==> src/rtl/core/bmaf_pkg.sv <==
// ----------------------------------------------------------------------------
// bmaf_pkg: shared constants for the burst moving average filter
// Field widths, stream widths and the fixed sample scaling.
// ----------------------------------------------------------------------------
package bmaf_pkg;

    // width of one converter sample field on the input stream
    localparam int FIELD_W = 10;

    // number of sample fields carried by one input transfer
    localparam int INPUT_FIELDS = 8;

    // input stream tdata width: eight 10-bit samples, already whole bytes
    localparam int S_DATA_W = FIELD_W * INPUT_FIELDS;

    // filtered reading width and its byte-padded stream width
    localparam int OUT_W    = 13;
    localparam int M_DATA_W = 16;

    // each sample is scaled by eight before it joins the ring entry
    localparam int SAMPLE_SHIFT = 3;

endpackage

==> src/rtl/core/block_moving_average_filter.sv <==
// ----------------------------------------------------------------------------
// block_moving_average_filter: moving average over converter sample bursts
// Result path: window update stage, window result stage, product and output registers.
// Throughput: one burst per cycle unless m_tready holds the output; the ring
// is read on transfer and written back as the single running total updates.
// Reset: position, priming and total clear; ring contents are not cleared,
// the first burst after reset stands in for every slot until the ring wraps.
// ----------------------------------------------------------------------------
module block_moving_average_filter
    import bmaf_pkg::*;
#(
    parameter int WINDOW_DEPTH      = 64,
    parameter int SAMPLES_PER_BURST = 8,
    parameter int SAMPLE_BITS       = 10
)
(
    input  logic                clk,
    input  logic                rst_n,
    input  logic                s_tvalid,
    output logic                s_tready,
    // sample_0 [9:0], sample_1 [19:10], ... sample_7 [79:70]
    input  logic [S_DATA_W-1:0] s_tdata,
    output logic                m_tvalid,
    input  logic                m_tready,
    // filtered_reading [12:0], zero padding [15:13]
    output logic [M_DATA_W-1:0] m_tdata
);

    // sample bits that survive the field width
    localparam int USED_BITS = (SAMPLE_BITS < FIELD_W) ? SAMPLE_BITS : FIELD_W;
    localparam longint ENTRY_MAX =
        longint'(SAMPLES_PER_BURST) * ((longint'(1) << USED_BITS) - 1) * 8;
    localparam int ENTRY_W = $clog2(ENTRY_MAX + 1);
    localparam int TOTAL_W = $clog2(ENTRY_MAX * WINDOW_DEPTH + 1);

    // reciprocal for total / (depth * 8), exact over the whole total range
    localparam longint DIVISOR = longint'(WINDOW_DEPTH) * 8;
    localparam int     SHIFT   = TOTAL_W + $clog2(DIVISOR);
    localparam logic [63:0] RECIP64 = ((64'd1 << SHIFT) + 64'(DIVISOR) - 64'd1) / 64'(DIVISOR);
    localparam int     PROD_W  = 2 * TOTAL_W + 1;
    localparam logic [TOTAL_W:0] RECIP = RECIP64[TOTAL_W:0];

    logic [ENTRY_W-1:0] entry_sum;
    logic               win_valid;
    logic               win_ready;
    logic [TOTAL_W-1:0] win_total;

    logic               prod_valid_reg;
    logic [PROD_W-1:0]  prod_reg;
    logic               prod_adv;
    logic [PROD_W-1:0]  quot_full;

    logic               m_tvalid_reg;
    logic [M_DATA_W-1:0] m_tdata_reg;

    // ring entry: sum of the used samples, each scaled by eight
    always_comb
    begin
        logic [FIELD_W-1:0] field;
        entry_sum = '0;
        field     = '0;
        for (int k = 0; k < SAMPLES_PER_BURST; k++)
        begin
            field     = s_tdata[k*FIELD_W +: FIELD_W];
            entry_sum = entry_sum +
                        (ENTRY_W'(field[USED_BITS-1:0]) << SAMPLE_SHIFT);
        end
    end

    // ring memory and running total
    bmaf_window #(
        .WINDOW_DEPTH (WINDOW_DEPTH),
        .ENTRY_W      (ENTRY_W),
        .TOTAL_W      (TOTAL_W)
    ) u_window (
        .clk       (clk),
        .rst_n     (rst_n),
        .in_valid  (s_tvalid),
        .in_ready  (s_tready),
        .in_entry  (entry_sum),
        .out_valid (win_valid),
        .out_ready (win_ready),
        .out_total (win_total)
    );

    // handshake chain of the divide and output stages
    assign prod_adv  = prod_valid_reg && (!m_tvalid_reg || m_tready);
    assign win_ready = !prod_valid_reg || prod_adv;

    // reciprocal multiply stage
    always_ff @(posedge clk or negedge rst_n)
    begin
        if (!rst_n)
        begin
            prod_valid_reg <= 1'b0;
        end
        else if (win_ready)
        begin
            prod_valid_reg <= win_valid;
        end
    end

    always_ff @(posedge clk)
    begin
        if (win_valid && win_ready)
        begin
            prod_reg <= PROD_W'(win_total) * PROD_W'(RECIP);
        end
    end

    // quotient is the product's upper part
    assign quot_full = prod_reg >> SHIFT;

    // output register
    always_ff @(posedge clk or negedge rst_n)
    begin
        if (!rst_n)
        begin
            m_tvalid_reg <= 1'b0;
        end
        else if (prod_adv)
        begin
            m_tvalid_reg <= 1'b1;
        end
        else if (m_tready)
        begin
            m_tvalid_reg <= 1'b0;
        end
    end

    always_ff @(posedge clk)
    begin
        if (prod_adv)
        begin
            m_tdata_reg <= M_DATA_W'(quot_full[OUT_W-1:0]);
        end
    end

    assign m_tvalid = m_tvalid_reg;
    assign m_tdata  = m_tdata_reg;

endmodule

==> src/rtl/core/bmaf_window.sv <==
// ----------------------------------------------------------------------------
// bmaf_window: ring memory and running total of the moving average
// Registers the outgoing ring entry on transfer, then updates the running
// total and writes the new entry back when the update retires. The first entry
// after reset stands in for every ring slot until the ring has wrapped once.
// ----------------------------------------------------------------------------
module bmaf_window
    import bmaf_pkg::*;
#(
    parameter int WINDOW_DEPTH = 64,
    parameter int ENTRY_W      = 16,
    parameter int TOTAL_W      = 22
)
(
    input  logic               clk,
    input  logic               rst_n,
    input  logic               in_valid,
    output logic               in_ready,
    input  logic [ENTRY_W-1:0] in_entry,
    output logic               out_valid,
    input  logic               out_ready,
    output logic [TOTAL_W-1:0] out_total
);

    localparam int POS_W = $clog2(WINDOW_DEPTH);
    localparam logic [POS_W-1:0]   LAST_POS = POS_W'(WINDOW_DEPTH - 1);
    localparam logic [TOTAL_W-1:0] DEPTH_T  = TOTAL_W'(WINDOW_DEPTH);

    // ring storage, undefined until written
    logic [ENTRY_W-1:0] ring_mem [WINDOW_DEPTH];

    // issue side state
    logic [POS_W-1:0]   pos_reg;
    logic               primed_reg;
    logic               lap_reg;
    logic [ENTRY_W-1:0] prime_reg;

    // update stage
    logic               s1_valid_reg;
    logic [ENTRY_W-1:0] s1_entry_reg;
    logic [POS_W-1:0]   s1_pos_reg;
    logic               s1_first_reg;
    logic               s1_from_mem_reg;
    logic [ENTRY_W-1:0] rdata_reg;

    // running total and result stage
    logic [TOTAL_W-1:0] total_reg;
    logic               out_valid_reg;
    logic [TOTAL_W-1:0] out_total_reg;

    logic               accept;
    logic               s1_adv;
    logic [ENTRY_W-1:0] old_entry;
    logic [TOTAL_W-1:0] total_next;

    // handshake chain
    assign s1_adv   = s1_valid_reg && (!out_valid_reg || out_ready);
    assign in_ready = !s1_valid_reg || s1_adv;
    assign accept   = in_valid && in_ready;

    // outgoing entry: memory once the ring has wrapped, else the first entry
    assign old_entry = s1_from_mem_reg ? rdata_reg : prime_reg;

    // running total update
    always_comb
    begin
        if (s1_first_reg)
        begin
            total_next = TOTAL_W'(s1_entry_reg) * DEPTH_T;
        end
        else
        begin
            total_next = total_reg - TOTAL_W'(old_entry) + TOTAL_W'(s1_entry_reg);
        end
    end

    // write position, priming and lap tracking
    always_ff @(posedge clk or negedge rst_n)
    begin
        if (!rst_n)
        begin
            pos_reg    <= '0;
            primed_reg <= 1'b0;
            lap_reg    <= 1'b0;
        end
        else if (accept)
        begin
            primed_reg <= 1'b1;
            if (pos_reg == LAST_POS)
            begin
                pos_reg <= '0;
                lap_reg <= 1'b1;
            end
            else
            begin
                pos_reg <= pos_reg + 1'b1;
            end
        end
    end

    // first entry after reset, held as the value of unwritten slots
    always_ff @(posedge clk)
    begin
        if (accept && !primed_reg)
        begin
            prime_reg <= in_entry;
        end
    end

    // update stage valid
    always_ff @(posedge clk or negedge rst_n)
    begin
        if (!rst_n)
        begin
            s1_valid_reg <= 1'b0;
        end
        else if (in_ready)
        begin
            s1_valid_reg <= in_valid;
        end
    end

    // update stage payload
    always_ff @(posedge clk)
    begin
        if (accept)
        begin
            s1_entry_reg    <= in_entry;
            s1_pos_reg      <= pos_reg;
            s1_first_reg    <= !primed_reg;
            s1_from_mem_reg <= lap_reg;
        end
    end

    // ring memory: read on transfer, write back when the update retires
    always_ff @(posedge clk)
    begin
        if (accept)
        begin
            rdata_reg <= ring_mem[pos_reg];
        end
        if (s1_adv)
        begin
            ring_mem[s1_pos_reg] <= s1_entry_reg;
        end
    end

    // running total
    always_ff @(posedge clk or negedge rst_n)
    begin
        if (!rst_n)
        begin
            total_reg <= '0;
        end
        else if (s1_adv)
        begin
            total_reg <= total_next;
        end
    end

    // result stage valid
    always_ff @(posedge clk or negedge rst_n)
    begin
        if (!rst_n)
        begin
            out_valid_reg <= 1'b0;
        end
        else if (s1_adv)
        begin
            out_valid_reg <= 1'b1;
        end
        else if (out_ready)
        begin
            out_valid_reg <= 1'b0;
        end
    end

    // result stage payload
    always_ff @(posedge clk)
    begin
        if (s1_adv)
        begin
            out_total_reg <= total_next;
        end
    end

    assign out_valid = out_valid_reg;
    assign out_total = out_total_reg;

endmodule
==> config.mk <==
export PLATFORM = sky130hd
export DESIGN_NAME = block_moving_average_filter
export DESIGN_NICKNAME = d
export VERILOG_FILES = /design/src/rtl/core/bmaf_pkg.sv /design/src/rtl/core/block_moving_average_filter.sv /design/src/rtl/core/bmaf_window.sv
export SDC_FILE = /design/constraint.sdc
export NUM_CORES = 1
export LEC_CHECK = 0
export BUFFER_PORTS_ARGS = -buffer_cell sky130_fd_sc_hd__buf_2
export CAP_MARGIN = 20
export CORE_MARGIN = 2
export CORE_UTILIZATION = 40
export CTS_BUF_LIST = sky130_fd_sc_hd__clkbuf_8
export DETAILED_ROUTE_END_ITERATION = 8
export PLACE_DENSITY_LB_ADDON = 0.25
export SYNTH_ARGS = -nofsm -noshare
export SYNTH_HDL_FRONTEND = slang
export SYNTH_SLANG_ARGS = --single-unit
export TNS_END_PERCENT = 30
==> constraint.sdc <==
create_clock -name clk -period 9 [get_ports clk]
set_input_delay 0.9 -clock clk [delete_from_list [all_inputs] [get_ports clk]]
set_output_delay 0.9 -clock clk [all_outputs]
set_load 0.005 [all_outputs]
==> qor.yml <==
status: "complete, no violations"
synth_cell_types: 55
worstPathBufferInverterCount: 5
fin_skew_ns: 0.0623
synth_area_leaders: "edfxtp_1, mux4_2, fa_1"
dpl_cell_area_um2: 41900
slew_violations: 0
hold_viol_final: 0
finalSetupViolCount: 0
peakVddDrop_mv: 0.265
cellLeakagePower_uw: 0.0154
required_ns: 9.50
synth.top_cell.area_share_pct: 69.8
setup_tns_ns: 0
syn_avg_cell_area_um2: 20.1
cts_num_sinks: 950
seq_area_frac_synth_pct: 71.9
syn_area_um2: 39500
vias: 19400
cts_tree: "done"
rows: 115
post_cts_buffers: 0
rsz0062_at_grt: "no"
finalInstanceArea_um2: 44800
path_class: "input port to flop"
arrival_ns: 5.16
yosys.area.top_type: "edfxtp_1"
clk_pin_slew_worst_paths_ns: 0.07
grt_pass1_wl_mm: 132
synth_seq_cells: 950
core_um2: 98100
die_x_um: 318
period_share_pct: 51.8
critPathMostFrequentCell: "fa_1"
viasPerCell: 5.34
synth_cells: 1964
p_per_area_nw_per_um2: 326
hold_class: "input port to async pin"
min_period_ns: 4.66
clock_latency_ns: 0.82
crit_family: "adder cells"
start_util_pct: 40.2
pin_count: 102
tightestPinTransition_ns: 1.09
routed_wirelength_mm: 88.2
synth-async-reset-ratio_pct: 3.37
grt_overflow: 0
antenna_found_initial: 2
layout.nets: 2417
cts_hold_buf: 0
synth-main-ff-cell: "edfxtp_1"
drtIter0Drc: 1696
largest_reg_flops: 832
gp_congestion: 0.821
drv_cap: 0
cp_max_fo: 2
area_growth_pct: 13.5
drive_gt1_share_pct: 28.6
ys_warn_count: 0
layout_common_cells: "edfxtp_1, mux4_2, inv_1"
die-area_um2: 101000
max_stage_delay_ns: 0.53
final_common_cell: "edfxtp_1"
cts_buffers: 157
dieHeight_um: 318
synth_edf_count: 918
relSlewSlack_pct: 27.5
cts-htree-levels: 4
gr-usage-all-layers_pct: 17.6
drt.antenna.violating_nets: 0
endpoint_kind: "flop"
slowest_stage: "fa_1"
port_buffers: 98
grt_pass1_vias: 20400
hpwl_mm: 52.3
start_kind: "input port"
grt_max_degree: 166
cp_cell_sequence: "buf_2 > inv_1 > fa_1 > inv_1 > fa_1 > fa_1 > inv_1 > fa_1 > inv_1 > ha_1 > fa_1 > a21o_1 > a21oi_1 > nor2b_1 > o21a_1 > o41ai_1 > o21ai_0"
route.detailed.drc: 0
dr.pass1.iters: 9
cts-root-buf: "clkbuf_8"
cts_resized: 0
routedWlPerCell_um: 24.2
cts_max_path_buffers: 3
max_freq_mhz: 214
## report_power, final
group	internal (uW)	switching, uW
Sequential	5870	237
Clock	1810	1690
Combinational	1930	3060
## worst paths after layout
path	slack [ns]	to	cells after the start	start
max	4.34	u_window.s1_entry_reg[15]	17	s_tdata[32]
min	0.21	u_window.total_reg[9]	1	rst_n
max reg2reg	4.93	u_window.out_total[20]	12	u_window.s1_entry_reg[5]
min reg2reg	0.41	m_tdata[9]	0	prod_reg[40]
max in group asynchronous	8.11	u_window.pos_reg[0]	1	rst_n
min in group clk	0.32	u_window.s1_valid_reg	2	s_tvalid
## synth_stat cells, types with 2 or more instances
library cell  instances
edfxtp_1            918
mux4_2              260
inv_1               165
nor2_1               91
fa_1                 72
nand2_1              57
clkbuf_1             46
ha_1                 35
dfrtp_1              32
a21oi_1              30
o21ai_0              28
a22oi_1              26
mux2_2               21
xnor2_1              20
buf_2                16
buf_1                14
buf_4                12
nor3_1                9
nand3_1               8
xor2_1                7
a21o_1                6
nand3b_1              6
nand4_1               6
nor2b_1               6
o31ai_1               6
a211oi_1              5
nand2b_1              5
mux2i_1               4
o41ai_1               4
or3_1                 4
a211o_1               3
and3_1                3
buf_6                 3
o211ai_1              3
o21a_1                3
or2_2                 3
a221oi_1              2
a31oi_1               2
a41o_1                2
and2_1                2
nand4b_1              2
o221ai_1              2
or3b_2                2
or4_1                 2
## per-layer routing
metal,vias up,wire length [um],global-route usage (%)
met5,-,0,0
met4,0,2130,5.69
met3,142,5280,3.89
met2,582,43700,28.6
met1,10400,37000,23.8
li1,8346,-,-
## cell families after synthesis
logic type	synth area share, %
adders and majority gates	4.76
muxes	15.5
other	0.00950
and+or+nand+nor	2.39
AOI/OAI and AO/OA	2.17
xor gates and xnor gates	0.599
buffers and inverters	2.66
DFF	71.9
## stage by stage
stage | util, % | std cells | power (uW) | hold WS, ns | setup slack [ns]
finish | 45.6 | 3638 | 14600 | 0.207 | 4.34
global route | 45.6 | 3638 | 15400 | 0.212 | 4.12
CTS | 45.6 | 3636 | 14800 | 0.172 | 4.39
detailed placement | 42.7 | 3353 | 11200 | 0.406 | 3.51
global placement | 42.6 | 3348 | 11100 | 0.404 | 3.63
floorplan | - | 1966 | 9500 | 0.400 | 3.94
## worst reg2reg max path, stage by stage (launching register included)
cell	delay, ns
edfxtp_1	0.32
buf_4	0.66
inv_1	0.15
fa_1	0.53
inv_1	0.04
ha_1	0.33
a21oi_1	0.30
a211o_1	0.18
a21oi_1	0.09
or4_1	0.56
a2111oi_0	0.44
a41o_1	0.18
nor2_1	0.06
## final cells by class
type                       count  area [um2]
fill                        8398       53300
sequential                   950       28400
multi-input combinational    760       10100
clock buffer                 165        2270
tap                         1287        1610
timing repair buffer         192        1230
clock inverter               118         621
inverter                     165         619
antenna                        1        2.50
Note: power is estimated with default switching activity, not from simulation.
